<file path="src/design/skc_pkg.sv">
// ----------------------------------------------------------------------------
// skc_pkg
// Shared types and constants for the stretched-key XOR cipher.
// ----------------------------------------------------------------------------
`default_nettype none

package skc_pkg;

   localparam int unsigned ByteWidth    = 8;
   localparam int unsigned PosWidth     = 5;
   localparam int unsigned LenWidth     = 6;
   localparam int unsigned CsrIdxWidth  = 3;
   localparam int unsigned CsrDataWidth = 64;
   localparam int unsigned MaxPassword  = 32;
   localparam int unsigned RotateLeft   = 3;

   // register map
   typedef enum logic [CsrIdxWidth-1:0] {
      REG_PW_LOW    = 3'd0,
      REG_PW_SECOND = 3'd1,
      REG_PW_THIRD  = 3'd2,
      REG_PW_HIGH   = 3'd3,
      REG_PW_LENGTH = 3'd4
   } csr_reg_type;

   // one beat moving down the chain of rounds
   typedef struct packed {
      logic                 valid;
      logic                 last;
      logic [ByteWidth-1:0] data;
      logic [ByteWidth-1:0] value;
   } round_beat_type;

   function automatic logic [ByteWidth-1:0] rotl3(input logic [ByteWidth-1:0] v);
      return {v[ByteWidth-1-RotateLeft:0], v[ByteWidth-1:ByteWidth-RotateLeft]};
   endfunction

endpackage

`default_nettype wire

</file>
<file path="src/design/skc_cell.sv">
// ----------------------------------------------------------------------------
// skc_cell
// One round of key stretching: holds its carry, mixes the passing value.
// ----------------------------------------------------------------------------
`default_nettype none

module skc_cell #(
   parameter int unsigned STAGE = 0
) (
   input  wire logic                    clock,
   input  wire logic                    reset,
   input  wire logic                    advance,
   input  wire skc_pkg::round_beat_type beat_in,
   output skc_pkg::round_beat_type      beat_out
);

   localparam logic [skc_pkg::ByteWidth-1:0] CarryInit = 8'(STAGE % 256);

   logic [skc_pkg::ByteWidth-1:0] carry_ff;
   logic [skc_pkg::ByteWidth-1:0] carry_in;
   logic [skc_pkg::ByteWidth-1:0] mixed;
   logic                          valid_ff;
   logic                          valid_in;
   skc_pkg::round_beat_type       beat_ff;
   skc_pkg::round_beat_type       beat_in_next;

   assign mixed = skc_pkg::rotl3(beat_in.value ^ carry_ff);

   always_comb begin
      carry_in = carry_ff;
      valid_in = valid_ff;
      beat_in_next = beat_ff;
      if (advance) begin
         valid_in = beat_in.valid;
         beat_in_next.valid = beat_in.valid;
         beat_in_next.last  = beat_in.last;
         beat_in_next.data  = beat_in.data;
         beat_in_next.value = mixed;
         if (beat_in.valid) begin
            // end of message puts this round back to its initial carry
            carry_in = beat_in.last ? CarryInit : mixed;
         end
      end
   end

   always_ff @(posedge clock) begin
      if (reset) begin
         carry_ff <= CarryInit;
         valid_ff <= 1'b0;
      end else begin
         carry_ff <= carry_in;
         valid_ff <= valid_in;
      end
      beat_ff <= beat_in_next;
   end

   always_comb begin
      beat_out = beat_ff;
      beat_out.valid = valid_ff;
   end

endmodule

`default_nettype wire

</file>
<file path="config.mk">
export PLATFORM = sky130hd
export DESIGN_NAME = skc_cell
export DESIGN_NICKNAME = d
export VERILOG_FILES = /design/src/design/skc_pkg.sv /design/src/design/skc_cell.sv
export SDC_FILE = /design/constraint.sdc
export NUM_CORES = 1
export LEC_CHECK = 0
export ABC_AREA = 1
export BUFFER_PORTS_ARGS = -buffer_cell sky130_fd_sc_hd__buf_2
export CORE_MARGIN = 8
export CORE_UTILIZATION = 45
export DETAILED_ROUTE_END_ITERATION = 8
export PLACE_DENSITY = 0.74
export SETUP_SLACK_MARGIN = 0.5
export SLEW_MARGIN = 20
export SYNTH_ARGS = -nofsm -noshare
export SYNTH_HDL_FRONTEND = slang
export SYNTH_SLANG_ARGS = --single-unit
</file>
<file path="constraint.sdc">
create_clock -name clock -period 1.1 [get_ports clock]
set_input_delay 0.11 -clock clock [delete_from_list [all_inputs] [get_ports clock]]
set_output_delay 0.11 -clock clock [all_outputs]
set_load 0.02 [all_outputs]
</file>
# Word-level counts from Yosys, hierarchy flattened
# Cells that the tools add are included.
# W data, S select, Z words.
[totals]
register_bits = 26
out_inout_bits = 18
wordCells = 8
[op_classes]
n_mux = 1
bitwise_logic = 1
n_reduce_logical = 1
[op_table]
columns = ["operator", "n"]
rows = [
  ["$mux W8", 1],
  ["$xor A8 B8 Y8", 1],
  ["$reduce_and A2 Y1", 1],
]

# Depth between registers and ports, before layout
[logic_depth]
word_depth = 2
ltp_mapped = 5

# Worst setup path before layout
# No wires, ideal clock.
[synth_timing]
kind = "register -> register"
start = "register carry_ff[5] (netlist bit)"
end = "register beat_ff (netlist bit beat_out[0]) (data pin)"
setup_time_ns = 0.258
t_arrival_ns = 0.450
required_time_ns = 0.842
slack_ns = 0.393
stages_incl_launch_ff = 4
n_path_buf = 0
period_less_slack_ns = 0.707
cell_sequence = "dfxtp_1 -> inv_1 -> nand2_1 -> nand2_1"
[synth_via]
elab_chain_cells = 1
[synth_lines]
columns = ["item", "line_no", "text"]
rows = [
  ["start, declared", "skc_cell.sv:19", "logic [skc_pkg::ByteWidth-1:0] carry_ff;"],
  ["start signal, assigned", "skc_cell.sv:48", "carry_ff <= CarryInit;"],
  ["start signal, assigned", "skc_cell.sv:51", "carry_ff <= carry_in;"],
  ["$xor A8 B8 Y8", "skc_cell.sv:27", "assign mixed = skc_pkg::rotl3(beat_in.value ^ carry_ff);"],
  ["net mixed, one bit", "skc_cell.sv:21", "logic [skc_pkg::ByteWidth-1:0] mixed;"],
  ["end signal, assigned", "skc_cell.sv:54", "beat_ff <= beat_in_next;"],
  ["end, declared", "skc_cell.sv:24", "skc_pkg::round_beat_type beat_ff;"],
]
# The timed path passes the listed nets, and every way through them passes these cells.
# A chain may end at the register's enable or synchronous reset.

# Worst setup path in the final report
[layout_timing]
start = "register beat_ff (netlist bit beat_out[0])"
end = "output port beat_out[0] (netlist bit)"
[layout_lines]
columns = ["item", "line_no", "text"]
rows = [
  ["end, declared", "skc_cell.sv:14", "output skc_pkg::round_beat_type beat_out"],
]
# No word-level cell between the ends.

==> impl_metrics.yaml <==
cts:
  cts_buffer_depth: 2
  clkTransAtPathRegs_ns: 0.13
  cts_root_buf: "clkbuf_4"
  cts_buffers: 3
  cts_sinks: 26
  clk_latency_ns: 0.30
  cts_max_level: 1
  tritoncts: "built"
cells_and_area:
  area_growth_pct: 42.9
  n_antenna_cell: 0
  fin_nets: 165
  drive_above_1_share: 0.636
placement:
  post-dp-hpwl_um: 1700
  pre_cts_ws_ns: 0.324
  port_buffers: 38
  gp_congestion: 0.753
sta:
  max_freq_mhz: 1000
  finalHoldViolCount: 8
  setup_viol: 0
  hold_ws_ns: -0.0317
  tns_ns: 0
  fin_ws_ns: 0.105
  worstMarginPinSlew_ns: 0.263
  period_share: 0.905
  slew_viol_final: 0
  slew_headroom: 0.825
  rsz0062_at_grt: "yes"
  skew_ns: 0.00500
  layout_min_cycle_time_ns: 0.995
pwr:
  vdd.ir_drop.worst_mv: 0.723
  p_leak_uw: 0.000643
  power.density_nw_per_um2: 1250
critical_path:
  startpoint_type: "flop"
  crit_arrival_ns: 0.89
  critPathKind: "reg2out"
  critPathTopFamily: "flip-flops"
  worstPathMaxFanout: 1
  critPathCaptureType: "primary output"
  path_cells: "buf_6"
  worstPathRequired_ns: 0.99
  critPathMaxStageDelay_ns: 0.43
  crit_slowest_cell: "edfxtp_1"
  cp_num_buf_inv: 1
run_status:
  status: "finished with violations"
  violations: "negative hold slack"
grt:
  antenna_found_initial: 0
  grt_max_degree: 15
  grt_first_pass_wirelength_um: 3660
  grt_pass1_vias: 828
  grtUsageTotal: 0.109
  overflow: 0
drt:
  postRouteAntennaNets: 0
  routed-via-count: 774
  met2_length_um: 1060
  drt-met1-wl_um: 983
  routedWlPerCell_um: 13.3
  highest-signal-layer: "met4"
  dr_wl_met3_um: 213
  drtPass1Iterations: 4
  wirelength_um: 2270
  via_per_inst: 4.53
  drt_iter0_drc: 15
  drcViolationCount: 0
run:
  max-cap-violations: 0
die:
  rows: 17
  start_util: 0.469
  dieArea_um2: 4070
  chipWidth_um: 63.8
  ios: 39
  chipHeight_um: 63.8
  core_region_area_um2: 2190
yosys:
  syn-mean-instance-area_um2: 10.6
  syn_area_um2: 1030
  netlist_instances: 97
  synth-seq-area-share: 0.672
  synth-seq-cells: 26
  synth_fp_nets: 118
  yosysWarningCount: 0
  ys_types: 10
worst_hold_path:
  min_path_type: "in2reg"
[cell usage in the layout, fill, tap and decap left out, drive strengths merged]
master,instances
edfxtp,17
nand2,42
clkbuf,4
inv,17
dfxtp,9
a21oi,9
buf,44
nor2,1
[routing by layer]
layer  up-vias  GRT usage
met3         2     0.0592
met1       347      0.129
met4         0     0.0334
met5         -          0
met2        32      0.166
li1        393          -
[Yosys cell counts]
cell      count  area (um^2)
a21oi_1       1         5.00
a21oi_2       8         70.1
buf_2         1         5.00
buf_4         1         7.51
dfxtp_1       9          180
edfxtp_1     17          510
inv_1        17         63.8
nand2_1      41          154
nand2_4       1         11.3
nor2_8        1         20.0
[timing repair]
action / in CTS / in global routing
hold endpoints to repair: 8 / 8
pin swaps: 1 / 12
endpoints found under the setup margin: 34 / 35
setup buffers: 1 / 3
gates resized for setup: 14 / 43
gates cloned: 0 / 0
[area by class of cell]
cell class	instances	area [um^2]
Clock buffer	4	26.3
Inverter	17	63.8
Fill cell	191	723
Sequential cell	26	704
Tap cell	28	35.0
Multi-Input combinational cell	52	309
Timing Repair Buffer	44	329
[power breakdown]
| part | switching [uW] | internal, uW | total [uW] |
|---|---|---|---|
| combinational | 172 | 144 | 316 |
| sequential | 28.5 | 1100 | 1130 |
| clock | 247 | 141 | 388 |
| total | 448 | 1390 | 1840 |
[final timing paths]
check / startpoint / endpoint / slack, ns / cells after the start
setup / recovery: beat_out[0] / beat_out[0] / 0.10 / 1
hold / removal: beat_in[11] / beat_out[11] / -0.03 / 1
hold reg to reg: carry_ff[2] / carry_ff[2] / 0.49 / 2
setup reg to reg: carry_ff[4] / carry_ff[7] / 0.33 / 4
[logic make-up (layout without fill, tap and decap cells)]
| group | count (synthesis) | after routing | share of synthesized area |
|---|---|---|---|
| compound gates | 9 | 9 | 0.0731 |
| flops | 26 | 26 | 0.672 |
| simple gates | 43 | 43 | 0.180 |
| buf+inv | 19 | 65 | 0.0743 |
[state kept, by name, indices dropped and copies added (netlist names)]
name	count
beat_out	17
carry_ff	8
valid_ff	1
[per-stage QoR]
step / power [uW] / instance area [um^2] / instances / util / hold slack, ns
3_5_place_dp: 1390 / 1260 / 163 / 0.577 / 0.288
6_report: 1840 / 1470 / 171 / 0.670 / -0.0317
3_3_place_gp: 1380 / 1260 / 163 / 0.577 / 0.288
2_1_floorplan: 1280 / 1040 / 97 / - / 0.209
5_1_grt: 1910 / 1470 / 171 / 0.670 / -0.0582
4_1_cts: 1810 / 1330 / 168 / 0.608 / -0.0524
Note: power is estimated with default switching activity, not from simulation.
