===== src/design/skc_pkg.sv =====
// ----------------------------------------------------------------------------
// skc_pkg
// Shared types and constants for the stretched-key XOR cipher.
// ----------------------------------------------------------------------------
`default_nettype none

package skc_pkg;

   localparam int unsigned ByteWidth    = 8;
   localparam int unsigned PosWidth     = 5;
   localparam int unsigned LenWidth     = 6;
   localparam int unsigned CsrIdxWidth  = 3;
   localparam int unsigned CsrDataWidth = 64;
   localparam int unsigned MaxPassword  = 32;
   localparam int unsigned RotateLeft   = 3;

   // register map
   typedef enum logic [CsrIdxWidth-1:0] {
      REG_PW_LOW    = 3'd0,
      REG_PW_SECOND = 3'd1,
      REG_PW_THIRD  = 3'd2,
      REG_PW_HIGH   = 3'd3,
      REG_PW_LENGTH = 3'd4
   } csr_reg_type;

   // one beat moving down the chain of rounds
   typedef struct packed {
      logic                 valid;
      logic                 last;
      logic [ByteWidth-1:0] data;
      logic [ByteWidth-1:0] value;
   } round_beat_type;

   function automatic logic [ByteWidth-1:0] rotl3(input logic [ByteWidth-1:0] v);
      return {v[ByteWidth-1-RotateLeft:0], v[ByteWidth-1:ByteWidth-RotateLeft]};
   endfunction

endpackage

`default_nettype wire


===== src/design/skc_seed.sv =====
// ----------------------------------------------------------------------------
// skc_seed
// Password registers, key position and seed byte selection.
// ----------------------------------------------------------------------------
`default_nettype none

module skc_seed (
   input  wire logic                                clock,
   input  wire logic                                reset,
   input  wire logic                                csr_valid,
   input  wire logic [skc_pkg::CsrIdxWidth-1:0]     csr_index,
   input  wire logic [skc_pkg::CsrDataWidth-1:0]    csr_data,
   input  wire logic                                step,
   input  wire logic                                step_last,
   output logic      [skc_pkg::ByteWidth-1:0]       seed
);

   logic [3:0][skc_pkg::CsrDataWidth-1:0] pw_ff;
   logic [3:0][skc_pkg::CsrDataWidth-1:0] pw_in;
   logic [skc_pkg::LenWidth-1:0]          len_ff;
   logic [skc_pkg::LenWidth-1:0]          len_in;
   logic [skc_pkg::LenWidth-1:0]          active_len;
   logic [skc_pkg::PosWidth-1:0]          pos_ff;
   logic [skc_pkg::PosWidth-1:0]          pos_in;
   logic [skc_pkg::LenWidth-1:0]          pos_next;
   logic [skc_pkg::CsrDataWidth-1:0]      word;

   always_comb begin
      pw_in  = pw_ff;
      len_in = len_ff;
      if (csr_valid) begin
         case (skc_pkg::csr_reg_type'(csr_index))
            skc_pkg::REG_PW_LOW:    pw_in[0] = csr_data;
            skc_pkg::REG_PW_SECOND: pw_in[1] = csr_data;
            skc_pkg::REG_PW_THIRD:  pw_in[2] = csr_data;
            skc_pkg::REG_PW_HIGH:   pw_in[3] = csr_data;
            skc_pkg::REG_PW_LENGTH: len_in = csr_data[skc_pkg::LenWidth-1:0];
            default: ;
         endcase
      end
   end

   // zero length means one byte, anything above the maximum saturates
   always_comb begin
      if (len_ff == '0) begin
         active_len = skc_pkg::LenWidth'(1);
      end else if (len_ff > skc_pkg::LenWidth'(skc_pkg::MaxPassword)) begin
         active_len = skc_pkg::LenWidth'(skc_pkg::MaxPassword);
      end else begin
         active_len = len_ff;
      end
   end

   assign pos_next = {1'b0, pos_ff} + skc_pkg::LenWidth'(1);

   always_comb begin
      pos_in = pos_ff;
      if (step) begin
         if (step_last || pos_next >= active_len) begin
            pos_in = '0;
         end else begin
            pos_in = pos_next[skc_pkg::PosWidth-1:0];
         end
      end
   end

   assign word = pw_ff[pos_ff[4:3]];
   assign seed = word[{pos_ff[2:0], 3'b000} +: skc_pkg::ByteWidth];

   always_ff @(posedge clock) begin
      if (reset) begin
         pw_ff  <= '0;
         len_ff <= skc_pkg::LenWidth'(1);
         pos_ff <= '0;
      end else begin
         pw_ff  <= pw_in;
         len_ff <= len_in;
         pos_ff <= pos_in;
      end
   end

endmodule

`default_nettype wire


===== config.mk =====
export PLATFORM = sky130hd
export DESIGN_NAME = skc_seed
export DESIGN_NICKNAME = d
export VERILOG_FILES = /design/src/design/skc_pkg.sv /design/src/design/skc_seed.sv
export SDC_FILE = /design/constraint.sdc
export NUM_CORES = 1
export LEC_CHECK = 0
export BUFFER_PORTS_ARGS = -buffer_cell sky130_fd_sc_hd__buf_2
export CORE_ASPECT_RATIO = 0.8
export CORE_MARGIN = 1.5
export CORE_UTILIZATION = 54
export CTS_BUF_LIST = sky130_fd_sc_hd__clkbuf_8 sky130_fd_sc_hd__clkbuf_16
export DETAILED_ROUTE_END_ITERATION = 6
export PLACE_DENSITY_LB_ADDON = 0.3
export SYNTH_ARGS = -nofsm -noshare
export SYNTH_HDL_FRONTEND = slang
export SYNTH_SLANG_ARGS = --single-unit

===== constraint.sdc =====
create_clock -name clock -period 2 [get_ports clock]
set_input_delay 0.1 -clock clock [delete_from_list [all_inputs] [get_ports clock]]
set_output_delay 0.1 -clock clock [all_outputs]
set_load 0.1 [all_outputs]

---- Word level (Yosys, flattened, before mapping) ----
Index checks and enable logic that the tools add are counted.
cells by class
  add/sub/neg operators ................... 1
  magnitude comparators ................... 3
  equality and inequality tests ........... 4
  shift-type cells ........................ 1
  mux-type cells .......................... 5
  reductions and logical operators ........ 8
operators with widths
  kind                 number
  $bmux 64 s2          1
  $mux 64              1
  $shiftx 64x7->8      1
  $mux 6               2
  $reduce_and 2->1     5
  $add 5x1->6 const B  1
  $eq 3x2->1 const B   2
  $ge 6x6->1           1
  $gt 6x6->1 const B   1
  $logic_not 6->1      1
  $mux 5               1
  $eq 3x1->1 const B   1
  $eq 3x3->1 const B   1
  $logic_not 3->1      1
  $lt 2x3->1 const B   1
  $logic_or 1x1->1     1
word-level totals
  register bits ........................... 267
  bits of input ports ..................... 72
  output and inout port bits .............. 8
  logic and storage cells ................. 28

---- Depth between registers and ports, before layout ----
Gate-level depths: netlist of the first run.
  word-level depth ........................ 6
  mapped depth ............................ 11
  mapped depth without buffers ............ 8

---- Worst setup path before layout of the first run ----
Ideal clock, no wire load.
  kind .................................... register -> output
  start ................................... register pos_ff[4] in the netlist's numbering
  end ..................................... output port seed[5] in the netlist's numbering
  arrival time ............................ 2713 ps
  path slack .............................. -813 ps
  stages on the path, launching flop included .. 8
  cells stage by stage .................... dfxtp_1 buf_6 buf_4 nand3_2 buf_2 o22ai_1 a211oi_2 a22oi_1
between the ends
  word-level cells in the longest chain between the ends .. 3
ends and longest elaborated chain
  element                        RTL line        source
  start, declared                skc_seed.sv:23  logic [skc_pkg::PosWidth-1:0] pos_ff;
  start signal, assigned         skc_seed.sv:78  pos_ff <= pos_in;
  $bmux 64 s2                    skc_seed.sv:67  assign word = pw_ff[pos_ff[4:3]];
  $mux 64 (not written as such)  skc_seed.sv:67
  $shiftx 64x7->8                skc_seed.sv:68  assign seed = word[{pos_ff[2:0], 3'b000} +: skc_pkg::ByteWidth];
  end, declared                  skc_seed.sv:15  output logic [skc_pkg::ByteWidth-1:0] seed
No other way between the ends. The select of a mux whose other input is x is not followed.

---- Worst setup path in the final report of the first run ----
Same ends and word-level chain as after synthesis.

==> run_results.csv, run 1 <==
group,metric,value,unit
clock_network,clock_insertion_delay_worst_skew,0.54,ns
timing,slew_headroom,0.424,
die,boundaryPins,80,
job,max_cap_violations,0,
synthesis,synth_simple_gate_area_frac,0.190,
timing,timing.final.max_slew_violations,0,
synthesis,synth.mux.area_fraction,0.129,
synthesis,synth_adder_area_share,0.00766,
synthesis,syn-cell-area,11400,um^2
cells_and_area,layoutNonFillerInstCount,1782,
cells_and_area,diodes,0,
placed_design,portBuffers,79,
detailed_routing,detail_route.vias_per_cell,5.91,
synthesis,postSynthAreaPerCell,8.41,um^2
pwr,vdd_ir_drop_max,0.727,mV
timing,rsz0062_at_grt,"true",
clock_network,max-clock-path-buffers,3,
clock_network,ctsRootBufferMaster,"sky130_fd_sc_hd__clkbuf_16",
detailed_routing,drcViolationCount,0,
critical_path,r2r-end,"pos_ff[4]$_SDFFE_PP0P_",
clock_network,cts_inserted_buffers,27,
global_route,grt_pass1_wl,53600,um
placed_design,detailedPlace.worstSlack,-0.0923,ns
detailed_routing,detail-route-antenna-nets,0,
die,core_outline_area,20700,um^2
synthesis,synth_edf_count,0,
detailed_routing,detailroute.via_count,10500,
outcome,outcome,"finished with violations",
critical_path,worstSetupPathType,"reg2out",
placed_design,placed_cells_incl_taps,1665,
global_route,grt_max_degree,87,
detailed_routing,wirelength,34100,um
timing,setup_viol_count_final,8,
critical_path,crit_path_end,"seed[5]",
synthesis,synth_top_family_by_area,"simple AND/OR/NAND/NOR gates",
critical_path,reg2reg_depth,9,
critical_path,cp.required,1.90,ns
synthesis,yosys-top-cells-count,"sky130_fd_sc_hd__nand2_1 (518), sky130_fd_sc_hd__a21oi_1 (268), sky130_fd_sc_hd__dfxtp_1 (267)",
global_route,antenna_violations_before_repair,0,
cells_and_area,area.sequential,5350,um^2
global_route,grt_remaining_overflow,0,
timing,min_period,2.48,ns
critical_path,path_max_fanout,10,
min_path,worst_hold_path.num_cells,2,
synthesis,synth-compound-area-share,0.156,
critical_path,critical_path_arrival,2.38,ns
synthesis,synth_nets,1438,
timing,worst_slack,-0.478,ns
timing,finalClockSkew,0.00478,ns
cells_and_area,multiInputGateArea,5810,um^2
synthesis,synth-warning-count,0,
synthesis,ys_async_sr_fraction,0,
synthesis,yosysSeqAreaShare,0.467,
critical_path,cp-end-kind,"output port",
critical_path,setup.worst_path.start_class,"register",
global_route,grtUsageTotal,0.300,
detailed_routing,drt_first_pass_iters,5,
cells_and_area,final_layout_size_suffix_gt1_frac,0.197,
timing,fin_crit_sh,1.24,
cells_and_area,design.final.nets,1574,
clock_network,tritoncts,"yes",
timing,timing_worst_slew_pin_value,0.864,ns
cells_and_area,filler_instances,1639,
min_path,min_path_type,"in2reg",
critical_path,r2r_slack,0,ns
synthesis,synth-seq-cells,267,
clock_network,cts_num_sinks,267,
die,die_width,166,um
die,rows,47,
placed_design,dp.final_hpwl,20000,um
die,fp.dieArea,22100,um^2
cells_and_area,layout-area-overhead-vs-synth,26.0,%
detailed_routing,drt-initial-drc-count,1065,
synthesis,synth_largest_type_area_fraction,0.467,
synthesis,postSynth.topFlopCell,"sky130_fd_sc_hd__dfxtp_1",
synthesis,yosysTopAreaCell,"sky130_fd_sc_hd__dfxtp_1",
pwr,powerDensity,780,nW/um^2
critical_path,reg2reg_from,"pos_ff[3]$_SDFFE_PP0P_",
synthesis,synth-xor-area-share,0.00153,
clock_network,clkSlewWorstSetupHoldPaths,0.06,ns
timing,fmax,404,MHz
synthesis,synth_cells,1359,
clock_network,h-tree-depth,1,
detailed_routing,wire_length_per_cell_after_detailed_routing,19.1,um
synthesis,post-synth-top-count-cell,"sky130_fd_sc_hd__nand2_1",
placed_design,place.gp.congestion,0.915,
synthesis,yosys-top-cells-area,"sky130_fd_sc_hd__dfxtp_1 (47%), sky130_fd_sc_hd__nand2_1 (17%), sky130_fd_sc_hd__a21oi_1 (12%)",
critical_path,critical_path.startpoint,"pos_ff[4]$_SDFFE_PP0P_",
pwr,power.leakage,4.88,nW
timing,endpoints_failing_hold,0,
global_route,number_of_global_route_vias_before_repair,10100,
outcome,failed_checks,"setup timing",
synthesis,ys_types,35,
die,initial_utilization,0.552,
die,chip_height,133,um
-- flip-flops by register name (all words and copies together) (netlist names) --
| name | count |
|---|---|
| pos_ff | 5 |
| len_ff | 6 |
| pw_ff | 256 |
-- routing by layer --
metal	routed length [um]	track usage	vias to the layer above
met5	0	0	-
met2	16000	0.500	484
met3	2620	0.0377	76
li1	-	-	4885
met1	14400	0.406	5085
met4	982	0.105	0
-- cells by family (layout without fill, tap and decap cells) --
logic type | Yosys count | in the layout
buffers and inverters | 114 | 268
multiplexers | 85 | 85
AO/OA/AOI/OAI | 327 | 327
adder cells (fa/ha/maj) | 7 | 7
flip-flops | 267 | 267
XOR/XNOR | 2 | 2
AND/OR/NAND/NOR | 557 | 557
-- cells in the final DEF, fill, tap and decap left out, types with 3 or more instances in the layout --
master,n
sky130_fd_sc_hd__nand2_1,516
sky130_fd_sc_hd__nor2b_1,5
sky130_fd_sc_hd__a22oi_1,4
sky130_fd_sc_hd__o22ai_2,3
sky130_fd_sc_hd__nor2_1,8
sky130_fd_sc_hd__buf_2,70
sky130_fd_sc_hd__nand2b_1,6
sky130_fd_sc_hd__a22oi_2,20
sky130_fd_sc_hd__clkbuf_8,4
sky130_fd_sc_hd__clkbuf_16,28
sky130_fd_sc_hd__buf_4,47
sky130_fd_sc_hd__ha_1,3
sky130_fd_sc_hd__mux4_1,3
sky130_fd_sc_hd__mux2i_1,37
sky130_fd_sc_hd__o211ai_1,6
sky130_fd_sc_hd__dfxtp_1,265
sky130_fd_sc_hd__inv_1,8
sky130_fd_sc_hd__a211oi_2,6
sky130_fd_sc_hd__buf_6,5
sky130_fd_sc_hd__nand3b_1,3
sky130_fd_sc_hd__buf_8,4
sky130_fd_sc_hd__dlygate4sd3_1,65
sky130_fd_sc_hd__o221ai_1,6
sky130_fd_sc_hd__a21oi_1,266
sky130_fd_sc_hd__o22ai_1,5
sky130_fd_sc_hd__clkinv_2,6
sky130_fd_sc_hd__nand3_2,3
sky130_fd_sc_hd__buf_12,27
sky130_fd_sc_hd__mux4_2,45
-- final cells by class --
type	count	share of cell area
Multi-Input combinational cell	978	0.403
Tap cell	269	0.0234
Clock inverter	16	0.00895
Inverter	2	0.000521
Clock buffer	31	0.0507
Sequential cell	267	0.372
Timing Repair Buffer	219	0.141
-- worst max-delay path: stages, from the launching register on --
cell and delay, ns:
sky130_fd_sc_hd__dfxtp_4 0.43, sky130_fd_sc_hd__buf_12 0.17, sky130_fd_sc_hd__mux4_2 0.55, sky130_fd_sc_hd__a211oi_4 0.33, sky130_fd_sc_hd__a22oi_2 0.16, sky130_fd_sc_hd__buf_12 0.18
-- through the flow --
| stage | hold slack (ns) | total power (W) | setup TNS (ns) | instance area (um^2) | utilization |
|---|---|---|---|---|---|
| 2_1_floorplan | 0.218 | 0.00596 | -0.628 | 11500 | - |
| 3_3_place_gp | 0.375 | 0.00625 | -0.226 | 12500 | 0.606 |
| 3_5_place_dp | 0.380 | 0.00626 | -0.585 | 12500 | 0.606 |
| 4_1_cts | 0.0433 | 0.0113 | -3.37 | 14300 | 0.690 |
| 5_1_grt | 0.0957 | 0.0116 | -3.92 | 14400 | 0.696 |
| 6_report | 0.0563 | 0.0112 | -3.30 | 14400 | 0.696 |
-- how the worst min path moves through the flow --
| stage | slack [ns] | end | start |
|---|---|---|---|
| final | 0.06 | len_ff[4]$_SDFFE_PP0P_ | reset |
| after global routing | 0.1 | len_ff[4]$_SDFFE_PP0P_ | reset |
| after CTS | 0.04 | len_ff[2]$_SDFFE_PP0P_ | reset |
| after detailed placement | 0.38 | pw_ff[111]$_SDFFE_PP0P_ | csr_data[47] |
| after global placement | 0.37 | pw_ff[16]$_SDFFE_PP0P_ | csr_data[16] |
| after floorplan | 0.22 | len_ff[0]$_SDFFE_PP1P_ | csr_data[0] |
-- what timing repair did --
item,4_1_cts,5_1_grt
buffers inserted,3,1
pin swaps,12,4
hold buffers,65,0
endpoints found under the setup margin,13,13
gates resized for setup,53,16
gates cloned,0,1
endpoints found under the hold margin,267,0
-- power by group --
| part | leakage, nW | internal (W) | switching, W |
|---|---|---|---|
| logic | 2.27 | 0.000324 | 0.000474 |
| registers | 2.16 | 0.00543 | 0.0000596 |
| clock network | 0.450 | 0.00285 | 0.00211 |
| total | 4.88 | 0.00860 | 0.00264 |
No activity file was read; power rests on OpenSTA's default activity.
==> inputs of run 2 (changes only) <==
Settings changed: HOLD_SLACK_MARGIN from default to 0.1.
==> run_results.csv, run 2 (synthesized netlist as in run 1, its figures left out) <==
group,metric,value,unit
pwr,power.leakage,4.91,nW
cells_and_area,final_layout_size_suffix_gt1_frac,0.196,
cells_and_area,mostFrequentLayoutCell,"sky130_fd_sc_hd__nand2_1",
die,boundaryPins,80,
clock_network,cts_inserted_buffers,27,
critical_path,cp-end-kind,"output port",
timing,timing.final.max_slew_violations,0,
die,die_width,166,um
outcome,outcome,"finished with violations",
timing,finalSetupTns,-3.31,ns
detailed_routing,drcViolationCount,0,
detailed_routing,drt-initial-drc-count,1014,
clock_network,max-clock-path-buffers,3,
critical_path,path_max_fanout,10,
placed_design,dp.final_hpwl,20000,um
critical_path,cp_bufs_invs,2,
global_route,number_of_global_route_vias_before_repair,10100,
cells_and_area,design.final.nets,1578,
detailed_routing,wire_length_per_cell_after_detailed_routing,19.2,um
critical_path,cp_top_family,"multiplexers",
detailed_routing,detailroute.via_count,10600,
placed_design,detailedPlace.worstSlack,-0.0923,ns
detailed_routing,detail_route.vias_per_cell,5.92,
pwr,powerDensity,779,nW/um^2
cells_and_area,filler_instances,1629,
cells_and_area,layout_common_cells,"sky130_fd_sc_hd__nand2_1 (516), sky130_fd_sc_hd__a21oi_1 (266), sky130_fd_sc_hd__dfxtp_1 (265)",
cells_and_area,diodes,0,
job,max_cap_violations,0,
placed_design,place.gp.congestion,0.915,
critical_path,critical_path_arrival,2.39,ns
placed_design,portBuffers,79,
critical_path,worstSetupPathType,"reg2out",
die,fp.dieArea,22100,um^2
clock_network,tritoncts,"yes",
clock_network,h-tree-depth,1,
global_route,grtUsageTotal,0.300,
timing,finalClockSkew,0.00409,ns
die,initial_utilization,0.552,
critical_path,cp.required,1.90,ns
critical_path,setup.worst_path.start_class,"register",
critical_path,critical-path-slowest-cell,"sky130_fd_sc_hd__mux4_2",
timing,slew_headroom,0.430,
clock_network,clkSlewWorstSetupHoldPaths,0.06,ns
critical_path,cpPeakStageDelay,0.55,ns
critical_path,crit_chain,"buf_12 > mux4_2 > a211oi_4 > a22oi_2 > buf_12",
global_route,antenna_violations_before_repair,0,
clock_network,ctsRootBufferMaster,"sky130_fd_sc_hd__clkbuf_16",
timing,rsz0062_at_grt,"true",
outcome,failed_checks,"setup timing",
global_route,grt_pass1_wl,53600,um
timing,fmax,402,MHz
clock_network,cts_num_sinks,267,
global_route,grt_max_degree,87,
cells_and_area,layout-area-overhead-vs-synth,26.3,%
cells_and_area,largest_register_by_flop_count,"pw_ff",
timing,min_period,2.49,ns
min_path,min_path_type,"in2reg",
die,rows,47,
global_route,grt_remaining_overflow,0,
detailed_routing,drt_first_pass_iters,6,
clock_network,clock_insertion_delay_worst_skew,0.54,ns
timing,worst_slack,-0.491,ns
detailed_routing,detail-route-antenna-nets,0,
critical_path,crit_path_frequent_cell,"sky130_fd_sc_hd__buf_12",
timing,endpoints_failing_hold,0,
die,core_outline_area,20700,um^2
timing,setup_viol_count_final,8,
die,chip_height,133,um
detailed_routing,wirelength,34300,um
timing,fin_crit_sh,1.25,
cells_and_area,largestRegisters,"pw_ff (256), len_ff (6), pos_ff (5)",
timing,timing_worst_slew_pin_value,0.855,ns
cells_and_area,largest_register_ffs,256,
pwr,vdd_ir_drop_max,0.723,mV
## run 2: changes by cell type in the layout (fill, tap and decap cells not counted), sizes merged
| cell | delta |
|---|---|
| dlygate4sd3 | +4 |
## run 2: power by group
group / total, W / internal (W) / switching (W)
Combinational: 0.000805 / 0.000327 / 0.000477
Sequential: 0.00549 / 0.00543 / 0.0000595
Clock: 0.00495 / 0.00285 / 0.00211
## run 2: what timing repair did
item	CTS	global route
gates resized for setup	53	16
setup endpoints to repair	13	13
hold buffers	69	0
cloned	0	1
setup buffers	3	1
pin swaps	12	4
hold endpoints to repair	267	0
## run 2: worst reg2reg max path: cells and delay by family (launching register included)
family,cells,cell delay (ns)
and+or+nand+nor,3,0.41
adders and majority gates,1,0.31
DFF,1,0.42
xor gates and xnor gates,1,0.18
AOI/OAI and AO/OA,2,0.27
buffers and inverters,2,0.30
## run 2: worst paths after layout
path,start,slack [ns],endpoint,cells past startpoint
hold reg to reg,pw_ff[200]$_SDFFE_PP0P_,0.45,pw_ff[200]$_SDFFE_PP0P_,2
setup reg to reg,pos_ff[3]$_SDFFE_PP0P_,0.01,pos_ff[4]$_SDFFE_PP0P_,9
setup / recovery,pos_ff[4]$_SDFFE_PP0P_,-0.49,seed[5],5
hold / removal,csr_index[1],0.24,pw_ff[189]$_SDFFE_PP0P_,4
## run 2: routing by layer
layer	GRT usage	wire [um]
met5	0	0
met4	0.107	1120
met3	0.0368	2850
met2	0.503	16100
met1	0.405	14200
## run 2: area by class of cell
type | instances | area, um^2 | area share
clock buffer | 31 | 731 | 0.0506
clock inverter | 16 | 129 | 0.00892
inverter | 2 | 7.51 | 0.000520
multi-input combinational | 978 | 5810 | 0.402
sequential | 267 | 5350 | 0.371
tap | 269 | 337 | 0.0233
timing repair buffer | 223 | 2080 | 0.144
## run 2: metrics by stage
stage / hold slack, ns / power, W / util / area, um^2 / std cells
2_1_floorplan: 0.218 / 0.00596 / - / 11500 / 1359
3_3_place_gp: 0.375 / 0.00625 / 0.606 / 12500 / 1665
3_5_place_dp: 0.380 / 0.00626 / 0.606 / 12500 / 1665
4_1_cts: 0.231 / 0.0113 / 0.692 / 14300 / 1784
5_1_grt: 0.248 / 0.0116 / 0.698 / 14400 / 1786
6_report: 0.238 / 0.0112 / 0.698 / 14400 / 1786
